`src/hdl/sssv_pkg.sv`:
```
// ----------------------------------------------------------------------------
// sssv_pkg
// Shared types, constants and the exponent lookup for the swept square voices.
// ----------------------------------------------------------------------------
package sssv_pkg;

  localparam int unsigned VoiceCountDef = 6;
  localparam int unsigned StepW         = 20;
  localparam int unsigned DurW          = 16;
  localparam int unsigned PitchW        = 16;
  localparam int unsigned PhaseW        = 32;
  localparam int unsigned SampleW       = 19;
  localparam int unsigned LutW          = 17;

  localparam logic [StepW-1:0] StepReset = 20'd89478;
  localparam logic [63:0]      Ln2Q32    = 64'd2977044472;

  typedef enum logic [2:0] {
    ST_IDLE,
    ST_READ,
    ST_CHECK,
    ST_DIV,
    ST_PITCH,
    ST_SCALE,
    ST_UPDATE,
    ST_OUT
  } state_e;

  // one voice word in the state memory
  typedef struct packed {
    logic [DurW-1:0]   vtime;
    logic [DurW-1:0]   vlength;
    logic [PhaseW-1:0] vphase;
    logic [PitchW-1:0] pitch_from;
    logic [PitchW-1:0] pitch_to;
  } voice_t;

  typedef logic [LutW-1:0] exp_lut_t [256];

  // 2^(k/256) in Q16, truncated Q32 power series, rounded
  function automatic logic [LutW-1:0] pow2_frac(input logic [7:0] k);
    logic [63:0] x;
    logic [63:0] term;
    logic [63:0] sum;
    logic [63:0] rnd;
    x    = ({56'd0, k} * Ln2Q32) >> 8;
    term = 64'd1 << 32;
    sum  = term;
    term = ((term * x) >> 32) / 64'd1;  sum = sum + term;
    term = ((term * x) >> 32) / 64'd2;  sum = sum + term;
    term = ((term * x) >> 32) / 64'd3;  sum = sum + term;
    term = ((term * x) >> 32) / 64'd4;  sum = sum + term;
    term = ((term * x) >> 32) / 64'd5;  sum = sum + term;
    term = ((term * x) >> 32) / 64'd6;  sum = sum + term;
    term = ((term * x) >> 32) / 64'd7;  sum = sum + term;
    term = ((term * x) >> 32) / 64'd8;  sum = sum + term;
    term = ((term * x) >> 32) / 64'd9;  sum = sum + term;
    term = ((term * x) >> 32) / 64'd10; sum = sum + term;
    term = ((term * x) >> 32) / 64'd11; sum = sum + term;
    term = ((term * x) >> 32) / 64'd12; sum = sum + term;
    term = ((term * x) >> 32) / 64'd13; sum = sum + term;
    term = ((term * x) >> 32) / 64'd14; sum = sum + term;
    term = ((term * x) >> 32) / 64'd15; sum = sum + term;
    term = ((term * x) >> 32) / 64'd16; sum = sum + term;
    term = ((term * x) >> 32) / 64'd17; sum = sum + term;
    term = ((term * x) >> 32) / 64'd18; sum = sum + term;
    term = ((term * x) >> 32) / 64'd19; sum = sum + term;
    term = ((term * x) >> 32) / 64'd20; sum = sum + term;
    rnd  = (sum + (64'd1 << 15)) >> 16;
    return rnd[LutW-1:0];
  endfunction

  function automatic exp_lut_t build_exp_lut();
    exp_lut_t t;
    for (int i = 0; i < 256; i++) begin
      t[i] = pow2_frac(8'(i));
    end
    return t;
  endfunction

  localparam exp_lut_t ExpLut = build_exp_lut();

endpackage

```
`src/hdl/swept_square_voice_synth.sv`:
```
// ----------------------------------------------------------------------------
// swept_square_voice_synth
// Bank of square-wave voices with log-pitch sweep and quadratic decay.
// Trigger word: taken and written in the idle state. Tick word: accepted, then per
//   voice a read and a check if idle, plus a wait on the shared divider and the
//   pitch, scale and update steps if active, then the result is loaded to the
//   output, which an output stall can hold. One word in work at a time.
// Reset: voices off, slot pointer zero, step register at its default; the
//   voice memory holds no reset value and is written by a trigger before use.
// ----------------------------------------------------------------------------
module swept_square_voice_synth #(
  parameter int unsigned VOICE_COUNT = sssv_pkg::VoiceCountDef,
  localparam int unsigned VW = (VOICE_COUNT > 1) ? $clog2(VOICE_COUNT) : 1
) (
  input  logic                          clk_i,
  input  logic                          rst_ni,
  input  logic                          cfg_valid_i,
  output logic                          cfg_ready_o,
  input  logic [sssv_pkg::StepW-1:0]    cfg_phase_step_per_hz_i,
  input  logic                          in_valid_i,
  output logic                          in_ready_o,
  input  logic                          cmd_i,
  input  logic [sssv_pkg::DurW-1:0]     duration_samples_i,
  input  logic [sssv_pkg::PitchW-1:0]   start_pitch_i,
  input  logic [sssv_pkg::PitchW-1:0]   end_pitch_i,
  output logic                          out_valid_o,
  input  logic                          out_ready_i,
  output logic signed [sssv_pkg::SampleW-1:0] sample_o
);

  localparam int unsigned SW = sssv_pkg::SampleW;
  localparam logic [VW-1:0] LastVoice = VW'(VOICE_COUNT - 1);

  sssv_pkg::state_e state_q, state_d;

  logic [sssv_pkg::StepW-1:0]  step_q;
  logic [VOICE_COUNT-1:0]      on_q, on_d;
  logic [VW-1:0]               slot_q, slot_d;
  logic [VW-1:0]               vidx_q, vidx_d;
  logic [SW-1:0]               acc_q, acc_d;
  logic                        out_valid_q, out_valid_d;
  logic [SW-1:0]               sample_q, sample_d;
  logic [sssv_pkg::PitchW-1:0] pitch_q, pitch_d;
  logic [36:0]                 scaled_q, scaled_d;

  sssv_pkg::voice_t rd_word, wr_word;
  logic             ram_we, ram_re;
  logic [VW-1:0]    ram_waddr;

  logic             div_start, div_done;
  logic [15:0]      progress;

  logic               in_acc;
  logic signed [16:0] pdiff;
  logic signed [33:0] pprod;
  logic [51:0]        shifted;
  logic [31:0]        new_phase;
  logic [16:0]        env;
  logic [33:0]        env_sq;
  logic [16:0]        amp;

  assign in_acc      = in_valid_i && in_ready_o;
  assign in_ready_o  = (state_q == sssv_pkg::ST_IDLE);
  assign cfg_ready_o = 1'b1;

  sssv_ram #(
    .Width($bits(sssv_pkg::voice_t)),
    .Depth(VOICE_COUNT)
  ) u_ram (
    .clk_i  (clk_i),
    .we_i   (ram_we),
    .waddr_i(ram_waddr),
    .wdata_i(wr_word),
    .re_i   (ram_re),
    .raddr_i(vidx_q),
    .rdata_o(rd_word)
  );

  sssv_div u_div (
    .clk_i  (clk_i),
    .rst_ni (rst_ni),
    .start_i(div_start),
    .num_i  (rd_word.vtime),
    .den_i  (rd_word.vlength),
    .done_o (div_done),
    .quo_o  (progress)
  );

  // datapath terms
  always_comb begin
    pdiff     = $signed({1'b0, rd_word.pitch_to}) - $signed({1'b0, rd_word.pitch_from});
    pprod     = pdiff * $signed({1'b0, progress});
    shifted   = {15'd0, scaled_q} << pitch_q[15:12];
    new_phase = rd_word.vphase + shifted[47:16];
    env       = 17'h10000 - {1'b0, progress};
    env_sq    = env * env;
    amp       = env_sq[33:17];
  end

  always_comb begin
    state_d     = state_q;
    on_d        = on_q;
    slot_d      = slot_q;
    vidx_d      = vidx_q;
    acc_d       = acc_q;
    out_valid_d = out_valid_q;
    sample_d    = sample_q;
    pitch_d     = pitch_q;
    scaled_d    = scaled_q;
    ram_we      = 1'b0;
    ram_re      = 1'b0;
    ram_waddr   = vidx_q;
    wr_word     = rd_word;
    div_start   = 1'b0;

    if (out_valid_q && out_ready_i) begin
      out_valid_d = 1'b0;
    end

    unique case (state_q)
      sssv_pkg::ST_IDLE: begin
        if (in_acc) begin
          if (cmd_i) begin
            ram_we             = 1'b1;
            ram_waddr          = slot_q;
            wr_word.vtime      = '0;
            wr_word.vphase     = '0;
            wr_word.vlength    = duration_samples_i;
            wr_word.pitch_from = start_pitch_i;
            wr_word.pitch_to   = end_pitch_i;
            on_d[slot_q]       = 1'b1;
            slot_d             = (slot_q == LastVoice) ? '0 : slot_q + VW'(1);
          end else begin
            vidx_d  = '0;
            acc_d   = '0;
            state_d = sssv_pkg::ST_READ;
          end
        end
      end
      sssv_pkg::ST_READ: begin
        ram_re  = 1'b1;
        state_d = sssv_pkg::ST_CHECK;
      end
      sssv_pkg::ST_CHECK: begin
        if (on_q[vidx_q] && (rd_word.vtime < rd_word.vlength)) begin
          div_start = 1'b1;
          state_d   = sssv_pkg::ST_DIV;
        end else begin
          on_d[vidx_q] = 1'b0;
          if (vidx_q == LastVoice) begin
            state_d = sssv_pkg::ST_OUT;
          end else begin
            vidx_d  = vidx_q + VW'(1);
            state_d = sssv_pkg::ST_READ;
          end
        end
      end
      sssv_pkg::ST_DIV: begin
        if (div_done) begin
          state_d = sssv_pkg::ST_PITCH;
        end
      end
      sssv_pkg::ST_PITCH: begin
        // from + floor((to - from) * progress / 2^16)
        pitch_d = rd_word.pitch_from + pprod[31:16];
        state_d = sssv_pkg::ST_SCALE;
      end
      sssv_pkg::ST_SCALE: begin
        scaled_d = sssv_pkg::ExpLut[pitch_q[11:4]] * step_q;
        state_d  = sssv_pkg::ST_UPDATE;
      end
      sssv_pkg::ST_UPDATE: begin
        ram_we         = 1'b1;
        wr_word.vtime  = rd_word.vtime + 16'd1;
        wr_word.vphase = new_phase;
        acc_d = new_phase[31] ? (acc_q - {2'b00, amp}) : (acc_q + {2'b00, amp});
        if (vidx_q == LastVoice) begin
          state_d = sssv_pkg::ST_OUT;
        end else begin
          vidx_d  = vidx_q + VW'(1);
          state_d = sssv_pkg::ST_READ;
        end
      end
      sssv_pkg::ST_OUT: begin
        if (!out_valid_q || out_ready_i) begin
          out_valid_d = 1'b1;
          sample_d    = acc_q;
          state_d     = sssv_pkg::ST_IDLE;
        end
      end
      default: state_d = sssv_pkg::ST_IDLE;
    endcase
  end

  always_ff @(posedge clk_i or negedge rst_ni) begin
    if (!rst_ni) begin
      state_q     <= sssv_pkg::ST_IDLE;
      step_q      <= sssv_pkg::StepReset;
      on_q        <= '0;
      slot_q      <= '0;
      vidx_q      <= '0;
      out_valid_q <= 1'b0;
    end else begin
      state_q     <= state_d;
      on_q        <= on_d;
      slot_q      <= slot_d;
      vidx_q      <= vidx_d;
      out_valid_q <= out_valid_d;
      if (cfg_valid_i && cfg_ready_o) begin
        step_q <= cfg_phase_step_per_hz_i;
      end
    end
  end

  always_ff @(posedge clk_i) begin
    acc_q    <= acc_d;
    sample_q <= sample_d;
    pitch_q  <= pitch_d;
    scaled_q <= scaled_d;
  end

  assign out_valid_o = out_valid_q;
  assign sample_o    = $signed(sample_q);

`ifndef NO_ASSERTIONS
  a_trigger_arms: assert property (@(posedge clk_i) disable iff (!rst_ni)
    (in_acc && cmd_i) |=> on_q[$past(slot_q)])
    else $error("triggered voice not armed");

  a_out_from_load: assert property (@(posedge clk_i) disable iff (!rst_ni)
    $rose(out_valid_q) |-> $past(state_q == sssv_pkg::ST_OUT))
    else $error("result loaded outside the output step");

  a_idx_range: assert property (@(posedge clk_i) disable iff (!rst_ni)
    (slot_q <= LastVoice) && (vidx_q <= LastVoice))
    else $error("voice index out of range");

  a_pitch_after_div: assert property (@(posedge clk_i) disable iff (!rst_ni)
    (state_q == sssv_pkg::ST_PITCH) |-> $past(div_done))
    else $error("pitch step without a finished divide");
`endif

endmodule

```
`src/hdl/sssv_ram.sv`:
```
// ----------------------------------------------------------------------------
// sssv_ram
// Generic single-write, single-read RAM with registered read data.
// ----------------------------------------------------------------------------
module sssv_ram #(
  parameter int unsigned Width = 8,
  parameter int unsigned Depth = 4,
  localparam int unsigned AddrW = (Depth > 1) ? $clog2(Depth) : 1
) (
  input  logic             clk_i,
  input  logic             we_i,
  input  logic [AddrW-1:0] waddr_i,
  input  logic [Width-1:0] wdata_i,
  input  logic             re_i,
  input  logic [AddrW-1:0] raddr_i,
  output logic [Width-1:0] rdata_o
);

  logic [Width-1:0] mem_q [Depth];
  logic [Width-1:0] rdata_q;

  always_ff @(posedge clk_i) begin
    if (we_i) begin
      mem_q[waddr_i] <= wdata_i;
    end
    if (re_i) begin
      rdata_q <= mem_q[raddr_i];
    end
  end

  assign rdata_o = rdata_q;

endmodule

```
`src/hdl/sssv_div.sv`:
```
// ----------------------------------------------------------------------------
// sssv_div
// Restoring divider, one quotient bit per cycle: (num << 16) / den, num < den.
// ----------------------------------------------------------------------------
module sssv_div (
  input  logic                     clk_i,
  input  logic                     rst_ni,
  input  logic                     start_i,
  input  logic [sssv_pkg::DurW-1:0] num_i,
  input  logic [sssv_pkg::DurW-1:0] den_i,
  output logic                     done_o,
  output logic [sssv_pkg::DurW-1:0] quo_o
);

  localparam int unsigned W = sssv_pkg::DurW;

  logic         busy_q, done_q;
  logic [3:0]   cnt_q;
  logic [W:0]   rem_q;
  logic [W-1:0] quo_q;
  logic [W-1:0] den_q;
  logic [W:0]   trial;
  logic         ge;

  assign trial = {rem_q[W-1:0], 1'b0};
  assign ge    = trial >= {1'b0, den_q};

  always_ff @(posedge clk_i or negedge rst_ni) begin
    if (!rst_ni) begin
      busy_q <= 1'b0;
      done_q <= 1'b0;
      cnt_q  <= '0;
    end else if (start_i) begin
      busy_q <= 1'b1;
      done_q <= 1'b0;
      cnt_q  <= '0;
    end else if (busy_q) begin
      cnt_q <= cnt_q + 4'd1;
      if (cnt_q == 4'd15) begin
        busy_q <= 1'b0;
        done_q <= 1'b1;
      end
    end else begin
      done_q <= 1'b0;
    end
  end

  always_ff @(posedge clk_i) begin
    if (start_i) begin
      rem_q <= {1'b0, num_i};
      quo_q <= '0;
      den_q <= den_i;
    end else if (busy_q) begin
      rem_q <= ge ? (trial - {1'b0, den_q}) : trial;
      quo_q <= {quo_q[W-2:0], ge};
    end
  end

  assign done_o = done_q;
  assign quo_o  = quo_q;

endmodule
```
`config.mk`:
```
export PLATFORM = sky130hd
export DESIGN_NAME = swept_square_voice_synth
export DESIGN_NICKNAME = d
export VERILOG_FILES = /design/src/hdl/sssv_pkg.sv /design/src/hdl/swept_square_voice_synth.sv /design/src/hdl/sssv_ram.sv /design/src/hdl/sssv_div.sv
export SDC_FILE = /design/constraint.sdc
export NUM_CORES = 2
export LEC_CHECK = 0
export BUFFER_PORTS_ARGS = -buffer_cell sky130_fd_sc_hd__buf_4
export CAP_MARGIN = 20
export CORE_UTILIZATION = 60
export DETAILED_ROUTE_END_ITERATION = 8
export GPL_ROUTABILITY_DRIVEN = 0
export PLACE_DENSITY = 0.76
export SLEW_MARGIN = 5
export SYNTH_ARGS = -nofsm -noshare
export SYNTH_HDL_FRONTEND = slang
export SYNTH_HIERARCHICAL = 1
export SYNTH_SLANG_ARGS = --single-unit
```
`constraint.sdc`:
```
create_clock -name clk_i -period 11.45 [get_ports clk_i]
set_clock_uncertainty 0.15 [all_clocks]
set_input_delay 2.29 -clock clk_i [delete_from_list [all_inputs] [get_ports clk_i]]
set_output_delay 2.29 -clock clk_i [all_outputs]
set_load 0.05 [all_outputs]
```
==> run summary <==
Counting flops and latches in the post-synthesis netlist gives 848. The ratio of cells with drive above 1 in the final layout came out at 9.50%. Measured against its own limit, the worst slew margin works out to 26.9%.

The number of instances in the synthesized netlist came out at 6,828. Static timing analysis puts the maximum clock frequency at 93.1 MHz. The final worst slack is 709 ps. The run gives 127 as the number of placement rows.

The run gives 0 as the cts-stage hold buffer count. Counting I/O delays and the setup requirement, the final critical path takes 10,740 ps. In this run the cell area of the synthesized design comes to 72,300 um2. For the worst-skew pair, the clock arrives at the later sink with an insertion delay of 690 ps. The count of final setup violators is 0, and the number of detailed-routing iterations run before antenna repair is 9. The area of all placed cells without fillers is 77,700 um2, and the total of warnings raised by yosys is 6.

Of the available clock period, the critical path in the final layout requires 93.8%. The height of the chip was 349 um; the total vias in the final route was 51,600. The post-place instance area was 74,600 um2. The worst setup path is launched from a register.

Using the TritonRoute via totals, the vias-per-cell ratio works out to 6.09. The final number of hold-violating endpoints is 0, and the pre-CTS setup slack is 344 ps. Counting the fill cells in the layout gives 9,086. After floorplanning, the core was sized to cover 120,000 um2. Adding up every negative setup slack in the final design gives 0 ps. The post-synthesis cell type with the largest combined area was sky130_fd_sc_hd__edfxtp_1.

Share of synthesized area occupied by flip-flops and latches: 34.7%. Once detail routing completed, the nets flagged for antenna violations numbered 0. The logs give 52,200 for the via count of the first global-routing pass and 5,815 for the number of violations reported at the end of detailed-routing iteration 0. In the final design database the tool counted 8,019 nets. The top-area cell type share of the netlist area was 32.8%. After detailed routing, the total wire length is 177,000 um. The maximum number of pins on one net before global-route repair came out at 166.

Ranked by total cell area, the synthesized netlist is headed by sky130_fd_sc_hd__edfxtp_1 33%, sky130_fd_sc_hd__fa_1 20%, sky130_fd_sc_hd__ha_1 7.4%. In this design, the stage delay of the slowest critical-path cell is 540 ps. The detailed-route wire length per cell is 20.8 um, and the post-route DRC violation count is 21. The flow ran to the end, but the final reports show violations. The final reports fail on DRC. Maximum fanout along the worst path: 24.

The clock tree synthesis step divided the H-tree into 3 levels. The fraction of registers with async set/reset was 4.95%. In this design, the critical path's most frequently occurring cell is sky130_fd_sc_hd__inv_1. The quantity of I/O buffers inserted on ports was 94; the leftover overflow at the end of global routing was 0.

The cell with the largest stage delay on the worst path was sky130_fd_sc_hd__fa_1. The tightest min-delay check is of the register to register type. The tools report the category of the worst setup path capture point as a register. Counting the buffers created by CTS gives 88.

The clock-pin slew on the worst setup and hold paths was 60 ps; the die outline width was 349 um. Relative to the synthesized area, the layout overhead comes to 7.44%. Number of enable flip-flop cells after synthesis: 790. For the worst setup path, the data required time is 11,710 ps. The clock passes through at most 3 buffers.

For the data arrival time of the worst path, the log shows 11,000 ps. The number of pins with negative max-slew slack in the final report is 0. The first global-routing pass estimated 282,000 um of wire.

Category of the critical setup timing path: register to register. After synthesis, the netlist uses 102 different library cells. The transition time at the pin with the least slew margin came out at 1100 ps.

The hold slack is 300 ps, and the average footprint of a synthesized cell is 10.6 um2. Among all flip-flop cells after synthesis, the most frequent one is sky130_fd_sc_hd__edfxtp_1. The die covers 122,000 um2. 96 I/O pins were placed. The initial utilization of the core area, before any placement, comes to 60.4%.

The cell depth of the worst flop-to-flop path was 41; the HPWL after detailed placement was 123,000 um. TritonCTS built the clock tree. Along the worst hold path, the cell count comes to 0. Across the run, the number of max-cap violations was 0. The overall fraction of global-route tracks in use is 29.3%, and the number of antenna violations at the first check in global routing is 2.

The tree is rooted in a sky130_fd_sc_hd__clkbuf_16. The clock drives 848 sinks.
-- state kept, by name, indices dropped and copies added, names as in the netlist --
register,flops
vidx_q,3
slot_q,3
u_ram/rdata_o,96
u_ram/mem_q,576
state_q,3
pitch_q,12
u_div/cnt_q,4
u_div/quo_o,16
acc_q,19
u_div/busy_q,1
on_q,6
sample_o,19
out_valid_o,1
scaled_q,36
step_q,20
u_div/rem_q,16
u_div/den_q,16
u_div/done_o,1
-- per-stage QoR --
step | instances | util, %
floorplan | 6839 | -
global placement | 8309 | 62.3
detailed placement | 8311 | 62.3
CTS | 8476 | 64.9
global route | 8478 | 64.9
finish | 8478 | 64.9
-- critical path, delay by kind of cell (launching register included) --
family,cells,cell delay [ps]
adders and majority gates,9,3830
AOI/OAI and AO/OA,11,2620
xor gates and xnor gates,2,630
muxes,1,110
DFF,1,310
buffers and inverters,9,1000
and+or+nand+nor,9,1800
-- final timing paths --
| path | startpoint | endpoint | slack [ps] |
|---|---|---|---|
| setup reg to reg | u_div/quo_o[3] | acc_q[18] | 710 |
| hold / removal | u_ram/rdata_o[71] | u_div/den_q[7] | 300 |
| hold reg to reg | u_ram/rdata_o[71] | u_div/den_q[7] | 300 |
| max in group asynchronous | rst_ni | vidx_q[2] | 9110 |
| setup / recovery | u_div/quo_o[3] | acc_q[18] | 710 |
| min in group asynchronous | rst_ni | step_q[18] | 1510 |
-- layer usage --
layer  GRT usage [%]  vias up  routed length [um]
li1                -    23000                   -
met5               0        -                   0
met2            47.9     2503               84600
met4            11.6        0                7360
met3            3.95      526               14000
met1            39.7    25600               70700
-- cell usage in the layout, fill, tap and decap left out, types with 61 or more instances in the layout --
cell type,n
sky130_fd_sc_hd__xnor2_1,129
sky130_fd_sc_hd__o21ai_0,231
sky130_fd_sc_hd__o22ai_1,107
sky130_fd_sc_hd__ha_1,428
sky130_fd_sc_hd__nand3_1,91
sky130_fd_sc_hd__mux2_2,124
sky130_fd_sc_hd__mux2i_1,176
sky130_fd_sc_hd__buf_4,208
sky130_fd_sc_hd__mux2_4,70
sky130_fd_sc_hd__and2_1,228
sky130_fd_sc_hd__nor3_1,78
sky130_fd_sc_hd__nand2_1,760
sky130_fd_sc_hd__a21oi_1,349
sky130_fd_sc_hd__a21o_1,61
sky130_fd_sc_hd__clkbuf_16,91
sky130_fd_sc_hd__fa_1,727
sky130_fd_sc_hd__inv_1,992
sky130_fd_sc_hd__nor2_1,290
sky130_fd_sc_hd__nor2b_1,75
sky130_fd_sc_hd__edfxtp_1,790
-- Yosys cell counts, types with 24 or more instances --
library cell / instances
sky130_fd_sc_hd__nand2b_1: 48
sky130_fd_sc_hd__and3_1: 32
sky130_fd_sc_hd__o211ai_1: 45
sky130_fd_sc_hd__o21ai_0: 233
sky130_fd_sc_hd__o22ai_1: 107
sky130_fd_sc_hd__ha_1: 428
sky130_fd_sc_hd__clkbuf_1: 259
sky130_fd_sc_hd__xnor2_1: 131
sky130_fd_sc_hd__buf_2: 24
sky130_fd_sc_hd__o31ai_1: 25
sky130_fd_sc_hd__mux2_1: 33
sky130_fd_sc_hd__nor2b_1: 75
sky130_fd_sc_hd__a211oi_1: 35
sky130_fd_sc_hd__mux4_2: 26
sky130_fd_sc_hd__a21oi_1: 351
sky130_fd_sc_hd__fa_1: 727
sky130_fd_sc_hd__mux2_4: 70
sky130_fd_sc_hd__xor2_1: 54
sky130_fd_sc_hd__buf_6: 29
sky130_fd_sc_hd__nand2_1: 760
sky130_fd_sc_hd__a31oi_1: 40
sky130_fd_sc_hd__o311ai_0: 30
sky130_fd_sc_hd__nor3_1: 81
sky130_fd_sc_hd__mux2i_1: 176
sky130_fd_sc_hd__and2_1: 228
sky130_fd_sc_hd__inv_1: 992
sky130_fd_sc_hd__a21o_1: 61
sky130_fd_sc_hd__mux2_2: 124
sky130_fd_sc_hd__buf_1: 36
sky130_fd_sc_hd__nor2_1: 296
sky130_fd_sc_hd__dfrtp_1: 33
sky130_fd_sc_hd__edfxtp_1: 790
sky130_fd_sc_hd__nand3_1: 92
-- final cells by class --
class / count / area, um2 / share of cell area (%)
clock inverters: 49 / 629 / 0.810
diodes: 1 / 2.50 / 0.00322
well taps: 1612 / 2020 / 2.60
repair buffers: 212 / 1640 / 2.10
multi-input cells: 4638 / 42100 / 54.2
flip-flops and latches: 848 / 25100 / 32.3
clock buffers: 116 / 2440 / 3.14
inverters: 1002 / 3770 / 4.85
-- what timing repair did --
item	4_1_cts	5_1_grt
setup endpoints to repair	0	5
hold endpoints to repair	0	0
resized for setup	0	8
buffers inserted	0	0
-- kinds of logic after synthesis --
kind of cell | count (synthesis) | share of synthesized area [%]
AO/OA/AOI/OAI | 1124 | 9.68
XOR/XNOR | 188 | 2.35
adder cells (fa/ha/maj) | 1156 | 27.5
buffers and inverters | 1353 | 7.38
flip-flops | 848 | 34.7
multiplexers | 429 | 7.14
other | 2 | 0.0104
AND/OR/NAND/NOR | 1728 | 11.2
Power is left out: the tool's default activity adds up to more than one toggle a clock period on the data nets, which glitch-free logic cannot reach.
